File: src/assert_macros.svh
// ---------------------------------------------------------------------------
// assertion macros
// shared concurrent assertion shorthands, clocked on clk, gated by rst_n
// ---------------------------------------------------------------------------
`ifndef ASSERT_MACROS_SVH
`define ASSERT_MACROS_SVH

// implication check on the block clock
`define NIOQ_ASSERT(lbl, prop, msg) \
  lbl: assert property (@(posedge clk) disable iff (!rst_n) prop) else $error(msg);

// plain invariant check
`define NIOQ_ALWAYS(lbl, expr, msg) \
  `NIOQ_ASSERT(lbl, 1'b1 |-> (expr), msg)

`endif

File: src/nioq_pkg.sv
// ---------------------------------------------------------------------------
// nioq_pkg
// types and codes shared by the containment list query block
// ---------------------------------------------------------------------------
package nioq_pkg;

  typedef enum logic [1:0] {
    OP_LOAD_ENTRY  = 2'd0,
    OP_LOAD_HEADER = 2'd1,
    OP_QUERY       = 2'd2,
    OP_CONTINUE    = 2'd3
  } op_e;

  typedef enum logic {
    CFG_TOP_COUNT    = 1'b0,
    CFG_BUFFER_LIMIT = 1'b1
  } cfg_idx_e;

  typedef enum logic [3:0] {
    S_IDLE,
    S_BS_RD,
    S_BS_CMP,
    S_BS_FIN,
    S_BS_END,
    S_RUN_RD,
    S_RUN_CHK,
    S_HD_CHK,
    S_POP_LD,
    S_DR_HB,
    S_DR_ENT,
    S_DR_OUT,
    S_DR_WAIT
  } state_t;

  typedef struct packed {
    logic signed [31:0] start_v;
    logic signed [31:0] end_v;
    logic signed [31:0] ident;
    logic signed [31:0] tbegin;
    logic signed [31:0] tfinish;
    logic signed [14:0] child;
  } entry_t;

  typedef struct packed {
    logic [15:0] offset;
    logic [16:0] length;
  } hdr_t;

  localparam int unsigned ENTRY_W = $bits(entry_t);

endpackage

File: src/nioq_ctrl.sv
// ---------------------------------------------------------------------------
// nioq_ctrl
// search sequencer: binary search, overlap scan, iterator stack, hit drain
// ---------------------------------------------------------------------------
`include "assert_macros.svh"

module nioq_ctrl #(
  parameter int ENTRY_DEPTH = 65536,
  parameter int LIST_DEPTH  = 16384,
  parameter int STACK_DEPTH = 64,
  parameter int MAX_BURST   = 64
) (
  input  logic                                   clk,
  input  logic                                   rst_n,
  input  logic                                   in_valid,
  output logic                                   in_ready,
  input  nioq_pkg::op_e                          in_op,
  input  logic [15:0]                            in_slot,
  input  logic signed [31:0]                     in_lo,
  input  logic signed [31:0]                     in_hi,
  input  logic [16:0]                            top_count,
  input  logic [6:0]                             buffer_limit,
  output logic                                   ent_we,
  output logic [$clog2(ENTRY_DEPTH)-1:0]         ent_waddr,
  output logic [$clog2(ENTRY_DEPTH)-1:0]         ent_raddr,
  input  nioq_pkg::entry_t                       ent_rdata,
  output logic                                   hdr_we,
  output logic [((LIST_DEPTH > 1) ? $clog2(LIST_DEPTH) : 1)-1:0] hdr_waddr,
  output logic [((LIST_DEPTH > 1) ? $clog2(LIST_DEPTH) : 1)-1:0] hdr_raddr,
  input  nioq_pkg::hdr_t                         hdr_rdata,
  output logic                                   out_valid,
  input  logic                                   out_ready,
  output logic                                   out_found,
  output nioq_pkg::entry_t                       out_hit,
  output logic                                   out_last,
  output logic                                   out_more,
  output logic                                   out_overflow
);
  import nioq_pkg::*;

  localparam int EAW = $clog2(ENTRY_DEPTH);
  localparam int PW  = $clog2(ENTRY_DEPTH + 1);
  localparam int LAW = (LIST_DEPTH > 1) ? $clog2(LIST_DEPTH) : 1;
  localparam int SAW = $clog2(STACK_DEPTH);
  localparam int LVW = $clog2(STACK_DEPTH + 1);
  localparam int HBW = (MAX_BURST > 1) ? $clog2(MAX_BURST) : 1;
  localparam int CW  = $clog2(MAX_BURST + 1);
  localparam logic [32:0] ED33 = 33'(ENTRY_DEPTH);
  localparam logic [32:0] LD33 = 33'(LIST_DEPTH);

  state_t state_r, state_nxt;

  logic signed [31:0] lo_r, lo_nxt, hi_r, hi_nxt;
  logic               ovf_r, ovf_nxt, live_r, live_nxt, paused_r, paused_nxt;
  logic               bs_top_r, bs_top_nxt, bs_ok_r, bs_ok_nxt;
  logic [LVW-1:0]     level_r, level_nxt;
  logic [PW-1:0]      tpos_r, tpos_nxt, tlim_r, tlim_nxt;
  logic [PW-1:0]      base_r, base_nxt, n_r, n_nxt, l_r, l_nxt, r_r, r_nxt;
  logic [CW-1:0]      cnt_r, cnt_nxt;
  logic [HBW-1:0]     dk_r, dk_nxt;
  logic               out_valid_r, out_valid_nxt, out_found_r, out_found_nxt;
  logic               out_last_r, out_last_nxt, out_more_r, out_more_nxt;
  logic               out_ovf_r, out_ovf_nxt;
  entry_t             out_hit_r, out_hit_nxt;

  logic [2*PW-1:0]    stk_mem [STACK_DEPTH];
  logic [2*PW-1:0]    stk_q;
  logic               stk_we;
  logic [SAW-1:0]     stk_waddr, stk_raddr;
  logic [EAW-1:0]     hb_mem [MAX_BURST];
  logic [EAW-1:0]     hb_q;
  logic               hb_we;

  logic               accept, ovl, pos_in, child_ok, lt, can_push, hit_fit;
  logic [PW-1:0]      mid;
  logic [CW-1:0]      lim_eff;
  logic [32:0]        top_n33, hbase33, hlen33, hrem33, hn33;
  logic [PW-1:0]      top_n, hdr_base, hdr_n;

  // shared compare unit
  always_comb begin
    accept   = in_valid && (state_r == S_IDLE);
    ovl      = (lo_r < ent_rdata.end_v) && (ent_rdata.start_v < hi_r);
    pos_in   = tpos_r < tlim_r;
    child_ok = !ent_rdata.child[14] && (33'(ent_rdata.child) < LD33);
    lt       = l_r < r_r;
    mid      = PW'(({1'b0, l_r} + {1'b0, r_r}) >> 1);
    can_push = level_r < LVW'(STACK_DEPTH);
    if (buffer_limit == 7'd0) begin
      lim_eff = CW'(1);
    end else if (buffer_limit > 7'(MAX_BURST)) begin
      lim_eff = CW'(MAX_BURST);
    end else begin
      lim_eff = CW'(buffer_limit);
    end
    hit_fit  = ({1'b0, cnt_r} + 1'b1) < {1'b0, lim_eff};
    top_n33  = (33'(top_count) > ED33) ? ED33 : 33'(top_count);
    top_n    = PW'(top_n33);
    hbase33  = 33'(hdr_rdata.offset);
    hlen33   = 33'(hdr_rdata.length);
    hrem33   = ED33 - hbase33;
    if (hbase33 >= ED33) begin
      hn33 = '0;
    end else if (hlen33 > hrem33) begin
      hn33 = hrem33;
    end else begin
      hn33 = hlen33;
    end
    hdr_base = PW'(hbase33);
    hdr_n    = PW'(hn33);
  end

  // next state
  always_comb begin
    state_nxt = state_r;
    unique case (state_r)
      S_IDLE: begin
        if (accept && in_op == OP_QUERY) begin
          state_nxt = S_BS_RD;
        end else if (accept && in_op == OP_CONTINUE) begin
          state_nxt = S_RUN_RD;
        end
      end
      S_BS_RD:   state_nxt = (n_r == '0) ? S_BS_END : (lt ? S_BS_CMP : S_BS_FIN);
      S_BS_CMP:  state_nxt = S_BS_RD;
      S_BS_FIN:  state_nxt = S_BS_END;
      S_BS_END: begin
        if (bs_top_r || hit_fit || cnt_r < lim_eff) begin
          state_nxt = S_RUN_RD;
        end else begin
          state_nxt = S_DR_HB;
        end
      end
      S_RUN_RD:  state_nxt = (live_r && level_r != '0) ? S_RUN_CHK : S_DR_HB;
      S_RUN_CHK: begin
        if (pos_in && ovl) begin
          if (child_ok) begin
            state_nxt = S_HD_CHK;
          end else begin
            state_nxt = hit_fit ? S_RUN_RD : S_DR_HB;
          end
        end else begin
          state_nxt = (level_r > LVW'(1)) ? S_POP_LD : S_RUN_RD;
        end
      end
      S_HD_CHK:  state_nxt = S_BS_RD;
      S_POP_LD:  state_nxt = S_RUN_RD;
      S_DR_HB:   state_nxt = S_DR_ENT;
      S_DR_ENT:  state_nxt = S_DR_OUT;
      S_DR_OUT:  state_nxt = S_DR_WAIT;
      S_DR_WAIT: begin
        if (out_ready) begin
          state_nxt = out_last_r ? S_IDLE : S_DR_HB;
        end
      end
      default:   state_nxt = S_IDLE;
    endcase
  end

  // datapath next values
  always_comb begin
    lo_nxt = lo_r;  hi_nxt = hi_r;  ovf_nxt = ovf_r;  live_nxt = live_r;
    paused_nxt = paused_r;  bs_top_nxt = bs_top_r;  bs_ok_nxt = bs_ok_r;
    level_nxt = level_r;  tpos_nxt = tpos_r;  tlim_nxt = tlim_r;
    base_nxt = base_r;  n_nxt = n_r;  l_nxt = l_r;  r_nxt = r_r;
    cnt_nxt = cnt_r;  dk_nxt = dk_r;
    out_valid_nxt = out_valid_r;  out_found_nxt = out_found_r;
    out_last_nxt = out_last_r;  out_more_nxt = out_more_r;
    out_ovf_nxt = out_ovf_r;  out_hit_nxt = out_hit_r;
    case (state_r)
      S_IDLE: begin
        cnt_nxt = '0;
        paused_nxt = 1'b0;
        dk_nxt = '0;
        if (accept && in_op == OP_QUERY) begin
          lo_nxt = in_lo;
          hi_nxt = in_hi;
          ovf_nxt = 1'b0;
          live_nxt = 1'b1;
          base_nxt = '0;
          n_nxt = top_n;
          l_nxt = '0;
          r_nxt = top_n - 1'b1;
          bs_top_nxt = 1'b1;
        end
      end
      S_BS_RD: begin
        if (n_r == '0) begin
          bs_ok_nxt = 1'b0;
        end
      end
      S_BS_CMP: begin
        if (ent_rdata.end_v <= lo_r) begin
          l_nxt = mid + 1'b1;
        end else begin
          r_nxt = mid;
        end
      end
      S_BS_FIN: bs_ok_nxt = ovl;
      S_BS_END: begin
        if (bs_top_r) begin
          tpos_nxt = bs_ok_r ? l_r : n_r;
          tlim_nxt = n_r;
          level_nxt = LVW'(1);
        end else if (bs_ok_r) begin
          if (can_push) begin
            tpos_nxt = base_r + l_r;
            tlim_nxt = base_r + n_r;
            level_nxt = level_r + 1'b1;
          end else begin
            ovf_nxt = 1'b1;
          end
        end
        if (!bs_top_r && cnt_r >= lim_eff) begin
          paused_nxt = 1'b1;
        end
      end
      S_RUN_RD: begin
        if (!(live_r && level_r != '0)) begin
          live_nxt = 1'b0;
          level_nxt = '0;
        end
      end
      S_RUN_CHK: begin
        if (pos_in && ovl) begin
          cnt_nxt = cnt_r + 1'b1;
          tpos_nxt = tpos_r + 1'b1;
          if (!child_ok && !hit_fit) begin
            paused_nxt = 1'b1;
          end
        end else begin
          level_nxt = level_r - 1'b1;
        end
      end
      S_HD_CHK: begin
        base_nxt = hdr_base;
        n_nxt = hdr_n;
        l_nxt = '0;
        r_nxt = hdr_n - 1'b1;
        bs_top_nxt = 1'b0;
      end
      S_POP_LD: begin
        tpos_nxt = stk_q[2*PW-1:PW];
        tlim_nxt = stk_q[PW-1:0];
      end
      S_DR_OUT: begin
        out_valid_nxt = 1'b1;
        out_ovf_nxt = ovf_r;
        if (cnt_r == '0) begin
          out_found_nxt = 1'b0;
          out_hit_nxt = '0;
          out_last_nxt = 1'b1;
          out_more_nxt = paused_r;
        end else begin
          out_found_nxt = 1'b1;
          out_hit_nxt = ent_rdata;
          out_last_nxt = (CW'(dk_r) == cnt_r - 1'b1);
          out_more_nxt = (CW'(dk_r) == cnt_r - 1'b1) && paused_r;
        end
      end
      S_DR_WAIT: begin
        if (out_ready) begin
          out_valid_nxt = 1'b0;
          dk_nxt = dk_r + 1'b1;
        end
      end
      default: ;
    endcase
  end

  // memory ports and handshake
  always_comb begin
    in_ready  = (state_r == S_IDLE);
    ent_we    = accept && in_op == OP_LOAD_ENTRY && (33'(in_slot) < ED33);
    ent_waddr = EAW'(in_slot);
    hdr_we    = accept && in_op == OP_LOAD_HEADER && (33'(in_slot) < LD33);
    hdr_waddr = LAW'(in_slot);
    hdr_raddr = LAW'(ent_rdata.child[13:0]);
    unique case (state_r)
      S_BS_RD:  ent_raddr = EAW'(base_r + (lt ? mid : l_r));
      S_DR_ENT: ent_raddr = hb_q;
      default:  ent_raddr = EAW'(tpos_r);
    endcase
    stk_we    = (state_r == S_BS_END) && !bs_top_r && bs_ok_r && can_push;
    stk_waddr = SAW'(level_r - 1'b1);
    stk_raddr = SAW'(level_r - LVW'(2));
    hb_we     = (state_r == S_RUN_CHK) && pos_in && ovl;
    out_valid    = out_valid_r;
    out_found    = out_found_r;
    out_hit      = out_hit_r;
    out_last     = out_last_r;
    out_more     = out_more_r;
    out_overflow = out_ovf_r;
  end

  always_ff @(posedge clk) begin
    if (stk_we) begin
      stk_mem[stk_waddr] <= {tpos_r, tlim_r};
    end
    stk_q <= stk_mem[stk_raddr];
    if (hb_we) begin
      hb_mem[cnt_r[HBW-1:0]] <= EAW'(tpos_r);
    end
    hb_q <= hb_mem[dk_r];
  end

  always_ff @(posedge clk) begin
    if (!rst_n) begin
      state_r     <= S_IDLE;
      lo_r        <= '0;
      hi_r        <= '0;
      ovf_r       <= 1'b0;
      live_r      <= 1'b0;
      paused_r    <= 1'b0;
      level_r     <= '0;
      cnt_r       <= '0;
      dk_r        <= '0;
      out_valid_r <= 1'b0;
    end else begin
      state_r     <= state_nxt;
      lo_r        <= lo_nxt;
      hi_r        <= hi_nxt;
      ovf_r       <= ovf_nxt;
      live_r      <= live_nxt;
      paused_r    <= paused_nxt;
      level_r     <= level_nxt;
      cnt_r       <= cnt_nxt;
      dk_r        <= dk_nxt;
      out_valid_r <= out_valid_nxt;
    end
  end

  always_ff @(posedge clk) begin
    bs_top_r    <= bs_top_nxt;
    bs_ok_r     <= bs_ok_nxt;
    tpos_r      <= tpos_nxt;
    tlim_r      <= tlim_nxt;
    base_r      <= base_nxt;
    n_r         <= n_nxt;
    l_r         <= l_nxt;
    r_r         <= r_nxt;
    out_found_r <= out_found_nxt;
    out_last_r  <= out_last_nxt;
    out_more_r  <= out_more_nxt;
    out_ovf_r   <= out_ovf_nxt;
    out_hit_r   <= out_hit_nxt;
  end

  `NIOQ_ASSERT(a_idle_no_result, (state_r == S_IDLE) |-> !out_valid_r, "result pending in idle")
  `NIOQ_ALWAYS(a_level_bound, level_r <= LVW'(STACK_DEPTH), "iterator stack overrun")
  `NIOQ_ASSERT(a_scan_room, (state_r == S_RUN_CHK) |-> (cnt_r < lim_eff), "hit list overrun")

endmodule

File: config.mk
export PLATFORM = sky130hd
export DESIGN_NAME = nioq_ctrl
export DESIGN_NICKNAME = d
export VERILOG_FILES = /design/src/nioq_pkg.sv /design/src/nioq_ctrl.sv
export VERILOG_INCLUDE_DIRS = /design/src /design/src/src
export SDC_FILE = /design/constraint.sdc
export NUM_CORES = 2
export LEC_CHECK = 0
export BUFFER_PORTS_ARGS = -buffer_cell sky130_fd_sc_hd__buf_2
export CORE_AREA = 2 2 497 499
export CTS_CLUSTER_DIAMETER = 60
export DETAILED_ROUTE_END_ITERATION = 8
export DIE_AREA = 0 0 499 501
export MAX_ROUTING_LAYER = met4
export PLACE_DENSITY_LB_ADDON = 0.2
export SKIP_CTS_REPAIR_TIMING = 1
export SYNTH_ARGS = -nofsm -noshare
export SYNTH_HDL_FRONTEND = slang
export SYNTH_SLANG_ARGS = --single-unit
File: constraint.sdc
create_clock -name clk -period 7.6 [get_ports clk]
set_input_delay 1.14 -clock clk [delete_from_list [all_inputs] [get_ports clk]]
set_output_delay 1.14 -clock clk [all_outputs]
set_load 0.01 [all_outputs]
* After elaboration in Yosys (flattened, before gate mapping)
Memories as Yosys holds them, arrays and structs flattened. A register that Yosys moved wholly into a read port is not among the register bits.
Cells that the tools add are included.
** Operators by class
- Add/sub/neg operators :: 16
- Magnitude comparators :: 15
- Equality and inequality tests :: 32
- Mux-type cells :: 71
- Reduce and logical (&&, ||, !) cells :: 58
** Operators with widths (number)
- two-way mux 17 bit :: 15
- case mux 17 bit (3 select lines) :: 3
- case mux 17 bit (2 select lines) :: 3
- less-than comparator 32 bit :: 2
- two-way mux 7 bit :: 8
- case mux 4 bit (12 select lines) :: 1
- two-way mux 4 bit :: 10
- adder 17 x 1 -> 17 bit (second input constant) :: 2
- adder 17 bit :: 2
- less-than comparator 17 bit :: 2
- subtractor 17 x 1 -> 17 bit (second input constant) :: 2
- greater-than comparator 17 x 33 -> 1 bit :: 1
- less-than comparator 33 x 15 -> 1 bit (second input constant) :: 1
- <= comparator 32 bit :: 1
- case mux 16 bit (2 select lines) :: 1
- inequality test 2 bit (second input constant) :: 12
- case mux 7 bit (3 select lines) :: 1
- == test 4 bit (second input constant) :: 5
- adder 17 x 17 -> 18 bit :: 1
- logical AND 1 bit :: 18
- two-way mux 1 bit :: 18
- subtractor 17 x 16 -> 18 bit (first input constant) :: 1
- greater-than comparator 17 bit (second input constant) :: 1
- logical NOT 17 bit :: 1
- other kinds (42) :: 80
** Word-level totals
- Bits in registers :: 375
- Bits in writable memories :: 3200
- Input bits :: 318
- Output and inout bits :: 243
- Word-level logic and storage cells :: 222
- Memories kept :: 2
** Memory list
- stk_mem :: depth 64, width 34, rd ports 1, clocked after memory_dff 1, wr ports 1, line nioq_ctrl.sv:66 : logic [2*PW-1:0] stk_mem [STACK_DEPTH];
- hb_mem :: depth 64, width 16, rd ports 1, clocked after memory_dff 1, wr ports 1, line nioq_ctrl.sv:70 : logic [EAW-1:0] hb_mem [MAX_BURST];

* Logic depth before layout (Yosys ltp)
- Depth after elaboration :: 9
- Gate-level depth with buffers :: 23
- Depth with buffers taken out :: 20

* Least setup slack after synthesis
OpenSTA, ideal clock, no wires.
- Path kind :: register -> register
- Start :: register tpos_r[4]
- End :: memory hb_mem[47][0] (netlist bit), enable pin
- Setup time :: 436 ps
- Arrival time :: 5858 ps
- Data required time :: 7164 ps
- Path slack :: 1306 ps
- Stages on the path, launching flop included :: 12
- Buffers on the path :: 1
- Period minus slack after synthesis :: 6294 ps
- Cells stage by stage :: edfxtp_1 -> ha_1 -> a21oi_1 -> nor2b_1 -> o21ai_0 -> o21ai_1 -> o41a_1 -> or4_1 -> and4bb_1 -> buf_6 -> nand2_1 -> nor4b_1
** On the way
- Word-level cells in the longest chain between the ends :: 5
** Ends and longest elaborated chain
- from (decl) :: line nioq_ctrl.sv:57 : logic [PW-1:0] tpos_r, tpos_nxt, tlim_r, tlim_nxt;
- from (signal assigned) :: line nioq_ctrl.sv:336 : tpos_r <= tpos_nxt;
- less-than comparator 17 bit :: line nioq_ctrl.sv:84 : pos_in = tpos_r < tlim_r;
- logical AND 1 bit (2 in series) :: line nioq_ctrl.sv:287 : hb_we = (state_r == S_RUN_CHK) && pos_in && ovl;
- two-way mux 1 bit :: line nioq_ctrl.sv:301 : if (hb_we) begin
- two-way mux 1 bit (implied by the code) :: line nioq_ctrl.sv:302 : hb_mem[cnt_r[HBW-1:0]] <= EAW'(tpos_r);
- to (decl) :: line nioq_ctrl.sv:70
Every way passes these cells.

* Worst setup path in the final report
- Start :: register l_r[3]
- End :: output ent_raddr[15]
** On the way
- Word-level cells in the longest chain between the ends :: 4
- Elaborated cells on any way between the ends :: 5
- Classes of those cells :: add/sub (2); order compare (1); mux (2)
** Ends and longest elaborated chain
- from (decl) :: line nioq_ctrl.sv:58 : logic [PW-1:0] base_r, base_nxt, n_r, n_nxt, l_r, l_nxt, r_r, r_nxt;
- from (signal assigned) :: line nioq_ctrl.sv:340 : l_r <= l_nxt;
- adder 17 x 17 -> 18 bit or less-than comparator 17 bit (tied branches) :: line nioq_ctrl.sv:87, nioq_ctrl.sv:86
- two-way mux 16 bit * :: line nioq_ctrl.sv:280 : S_BS_RD: ent_raddr = EAW'(base_r + (lt ? mid : l_r));
- adder 16 bit * :: line nioq_ctrl.sv:280
- case mux 16 bit (2 select lines) * :: line nioq_ctrl.sv:279 : unique case (state_r)
- to (decl) :: line nioq_ctrl.sv:25 : output logic [$clog2(ENTRY_DEPTH)-1:0] ent_raddr,
Mark *: on every way between the ends. The rest lies on a longest branch, timed or not.

==> out/results.md <==
| Result | Value | Unit |
| --- | --- | --- |
| Run status | finished clean | - |
| Shortest clock period the worst path allows after layout | 7200 | ps |
| Multi-input gate area | 37,200 | sq um |
| Worst-path cell chain | ha_1, or3_1, a31oi_1, nor4_1, nor3_1, xor2_1, o21ai_0, ha_1, and3_1, a31o_2, and2_1, o21ai_0, a21o_1, o21bai_1, a21oi_1, xnor3_1, o21ai_0, buf_2 | - |
| Number of instances in the synthesized netlist | 7,265 | - |
| Data required, critical path | 6460 | ps |
| Gr ovfl total | 0 | - |
| Overall routing resource usage | 0.345 | - |
| Sinks on the clock net | 3,624 | - |
| Global-route wire length before repair | 584,000 | um |
| Async S/R FF share, synth | 0 | - |
| Most frequently used cell type in the post-synthesis netlist | sky130_fd_sc_hd__edfxtp_1 | - |
| Total wire length | 417,000 | um |
| Site Rows | 182 | - |
| Maximum number of pins on one net before global-route repair | 137 | - |
| Sum of net half-perimeters after detailed placement | 260,000 | um |
| Min-delay worst type | in2reg | - |
| Setup TNS | 0 | ps |
| Share of final-layout standard cells stronger than drive strength 1 | 0.298 | - |
| Count of fill cells added during filler insertion | 15,234 | - |
| Proportion of power drawn by the clock network | 0.336 | - |
| Clock transition at the registers of the reported paths | 60 | ps |
| Clock root buffer master | sky130_fd_sc_hd__clkbuf_16 | - |
| Transition at the pin with the smallest max-transition slack | 1440 | ps |
| Delay of the slowest cell on the worst path | 540 | ps |
| Via count of the first global-routing pass | 75,386 | - |
| Number of iterations in the first detailed-routing pass | 6 | - |
| Logic gate share of total power | 0.215 | - |
| Unrepaired setup endpoints after global routing | false | - |
| Critical setup path kind | reg2out | - |
| Die Span Y | 501 | um |
| Net switching power of the design | 15.1 | mW |
| Top_reg_cell synth | sky130_fd_sc_hd__edfxtp_1 | - |
| Num CTS Buffers | 377 | - |
| Part of the Yosys area used for sequential elements | 0.734 | - |
| DIE WIDTH | 499 | um |
| FF+latch count, synth | 3,624 | - |
| Setup violation total in the final timing report | 0 | - |
| H-tree level count | 5 | - |
| Number of antenna-violating nets in the routed design | 0 | - |
| Number of antenna violations at the first check in global routing | 69 | - |
| Final clock period utilization by the worst path | 0.947 | - |
| Average wire per standard cell | 36.0 | um |
| Number of remaining DRC errors | 0 | - |
| Netlist Area Pre-Place | 146,000 | sq um |
| Commonest cells post-synth | sky130_fd_sc_hd__edfxtp_1 (3,482), sky130_fd_sc_hd__mux4_2 (1,033), sky130_fd_sc_hd__nand2_1 (293), sky130_fd_sc_hd__nor2_1 (273), sky130_fd_sc_hd__clkbuf_1 (241) | - |
| Number of pins exceeding their max-slew limit in the final report | 0 | - |
| Number of buffers on the longest clock path | 4 | - |
| Power share of the sequential group | 0.449 | - |
| Port Buffers | 518 | - |
| Count of flip-flops with a built-in enable after synthesis | 3,482 | - |
| Fin. Hold Viols | 0 | - |
| Kind of capture point of the worst setup path | primary output | - |
| Slew HR | 0.0394 | - |
| Area growth, synth to finish | 13.4 | % |
| Final non-filler cell area | 166,000 | sq um |
| Mapped Avg Cell Area | 20.1 | sq um |
| Count of maximum capacitance violations | 0 | - |
| Count of warnings emitted by yosys | 0 | - |
| Weighted congestion reported at the end of routability-driven placement | 1.05 | - |
| Number of buffers and inverters on the critical path | 1 | - |
| Total placed instance area | 154,000 | sq um |
| Lkg Pwr | 52.9 | nW |
| Cell repeated most along the worst path | sky130_fd_sc_hd__o21ai_0 | - |
| VDD IR-drop max | 0.268 | mV |
| Max FO, Critical Path | 5 | - |
| Post-detailed-route via-to-cell ratio | 6.64 | - |
| Area share of the largest cell type after synthesis | 0.715 | - |
| Via count | 76,917 | - |
| Clock skew after layout | 108 | ps |
| Maximum operating frequency | 0.139 | GHz |
| Worst hold margin | 413 | ps |
| Number of placed I/O pins | 561 | - |
| Initial DRC count | 10,539 | - |
| Total area of sequential cells | 107,000 | sq um |
| Number of nets in the final layout | 8,531 | - |
| Largest delay contributor family on the critical path | compound AO/OA/AOI/OAI gates | - |
| Floorplan die area | 250,000 | sq um |
| Most area-hungry cell type in the Yosys netlist | sky130_fd_sc_hd__edfxtp_1 | - |
| Data arrival time of the critical path | 6060 | ps |
| Synthesized netlist net count | 7,789 | - |
| Largest cells by area after synthesis | sky130_fd_sc_hd__edfxtp_1 (71%), sky130_fd_sc_hd__mux4_2 (16%), sky130_fd_sc_hd__dfxtp_1 (1.9%) | - |
| CTS tree | yes | - |
| Slowest library cell on the worst path | sky130_fd_sc_hd__xor2_1 | - |
| Placeable core area | 245,000 | sq um |
| Internal Dissipation | 38.2 | mW |
| Critical path launch point type | register | - |
| Net Sw Frac | 0.283 | - |
| Fraction of the core area covered by cells at the end of the flow | 0.678 | - |
| R2r setup slk | 2050 | ps |
| Effective utilization at floorplan | 0.598 | - |
| Pwr per Cell Area | 321 | nW/um^2 |
| Cell variety after synth | 93 | - |
| Worst-Skew Late Latency | 980 | ps |
## power by group through the flow
stage | Combinational (mW) | Sequential [mW] | Clock, mW
after global routing | 12.0 | 23.9 | 18.8
after global placement | 11.2 | 24.3 | 0
after CTS | 11.5 | 23.9 | 18.1
after floorplan | 6.54 | 24.9 | 0
after detailed placement | 11.4 | 24.3 | 0
final | 11.4 | 23.9 | 17.9
## cells in the final DEF (no fill, tap or decap), types with 31 or more instances in the layout
cell type / Yosys / layout
sky130_fd_sc_hd__edfxtp_1: 3482 / 3482
sky130_fd_sc_hd__buf_2: 35 / 518
sky130_fd_sc_hd__clkinv_1: 0 / 80
sky130_fd_sc_hd__nand3_1: 74 / 74
sky130_fd_sc_hd__xnor2_1: 73 / 71
sky130_fd_sc_hd__mux2i_1: 42 / 42
sky130_fd_sc_hd__mux4_2: 1033 / 1033
sky130_fd_sc_hd__xor2_1: 52 / 49
sky130_fd_sc_hd__inv_1: 151 / 148
sky130_fd_sc_hd__nor2_1: 273 / 207
sky130_fd_sc_hd__ha_1: 202 / 201
sky130_fd_sc_hd__o21ai_0: 101 / 101
sky130_fd_sc_hd__dfxtp_1: 142 / 136
sky130_fd_sc_hd__a211oi_1: 31 / 31
sky130_fd_sc_hd__clkbuf_16: 0 / 378
sky130_fd_sc_hd__buf_4: 47 / 238
sky130_fd_sc_hd__nor3_1: 54 / 48
sky130_fd_sc_hd__clkbuf_1: 241 / 75
sky130_fd_sc_hd__diode_2: 0 / 59
sky130_fd_sc_hd__clkinv_2: 0 / 52
sky130_fd_sc_hd__nor2b_1: 34 / 34
sky130_fd_sc_hd__nand2_1: 293 / 293
sky130_fd_sc_hd__and2_1: 199 / 199
sky130_fd_sc_hd__bufinv_16: 0 / 33
sky130_fd_sc_hd__nor2_4: 0 / 65
sky130_fd_sc_hd__nand4_1: 36 / 36
sky130_fd_sc_hd__a21oi_1: 208 / 204
## worst reg2reg max path, delay by kind of cell, from the launching register on
family,cells,cell delay (ps)
buffers and inverters,1,480
flip-flops,1,840
AND/OR/NAND/NOR,5,3980
## state kept, by name, summed over array words and instances (netlist names), 7 cells and up
signal	cells
l_r	17
cnt_r	7
stk_q	34
out_hit	175
hb_q	16
hb_mem	1024
tpos_r	17
hi_r	32
r_r	17
base_r	16
level_r	7
lo_r	32
stk_mem	2176
n_r	17
tlim_r	17
## layer usage
metal | vias to the layer above | part of all wire | track usage
met5 | - | 0 | -
met3 | 746 | 0.093 | 0.0716
met2 | 4431 | 0.49 | 0.538
met4 | 0 | 0.046 | 0.138
met1 | 40439 | 0.37 | 0.453
li1 | 31301 | - | -
## cell families (layout without fill, tap and decap cells)
kind of cell               after synthesis  count (layout)  share of synthesized area
xor gates and xnor gates               126             126                    0.00764
and+or+nand+nor                       1122            1122                     0.0388
buffers and inverters                  558            1592                     0.0159
DFF                                   3624            3624                      0.734
muxes                                 1081            1081                      0.162
AOI/OAI and AO/OA                      548             548                     0.0233
other                                    0              59                          0
adders and majority gates              206             206                     0.0178
## layout make-up
class	instances	area share
well taps	3220	0.0243
flip-flops and latches	3624	0.647
repair buffers	770	0.0281
clock buffers	460	0.0593
clock inverters	211	0.0122
inverters	151	0.00346
diodes	59	0.000890
multi-input cells	3083	0.224
## final timing paths
kind / startpoint / endpoint / cells after the start
worst max-delay path: l_r[3] / ent_raddr[15] / 18
worst min-delay path: in_hi[21] / hi_r[21] / 3
worst max register to register: state_r[2] / stk_mem[28][30] / 6
worst min register to register: hi_r[25] / hi_r[25] / 2
## per-stage QoR
| stage | worst slack (ps) | std cells | total power [mW] |
|---|---|---|---|
| final | 400 | 11578 | 53.2 |
| after global routing | 26.6 | 11563 | 54.7 |
| after CTS | 256 | 11519 | 53.4 |
| after detailed placement | 1270 | 10848 | 35.7 |
| after global placement | 1230 | 10848 | 35.5 |
| after floorplan | 1310 | 7265 | 31.4 |
No activity file was read; power rests on OpenSTA's default activity.
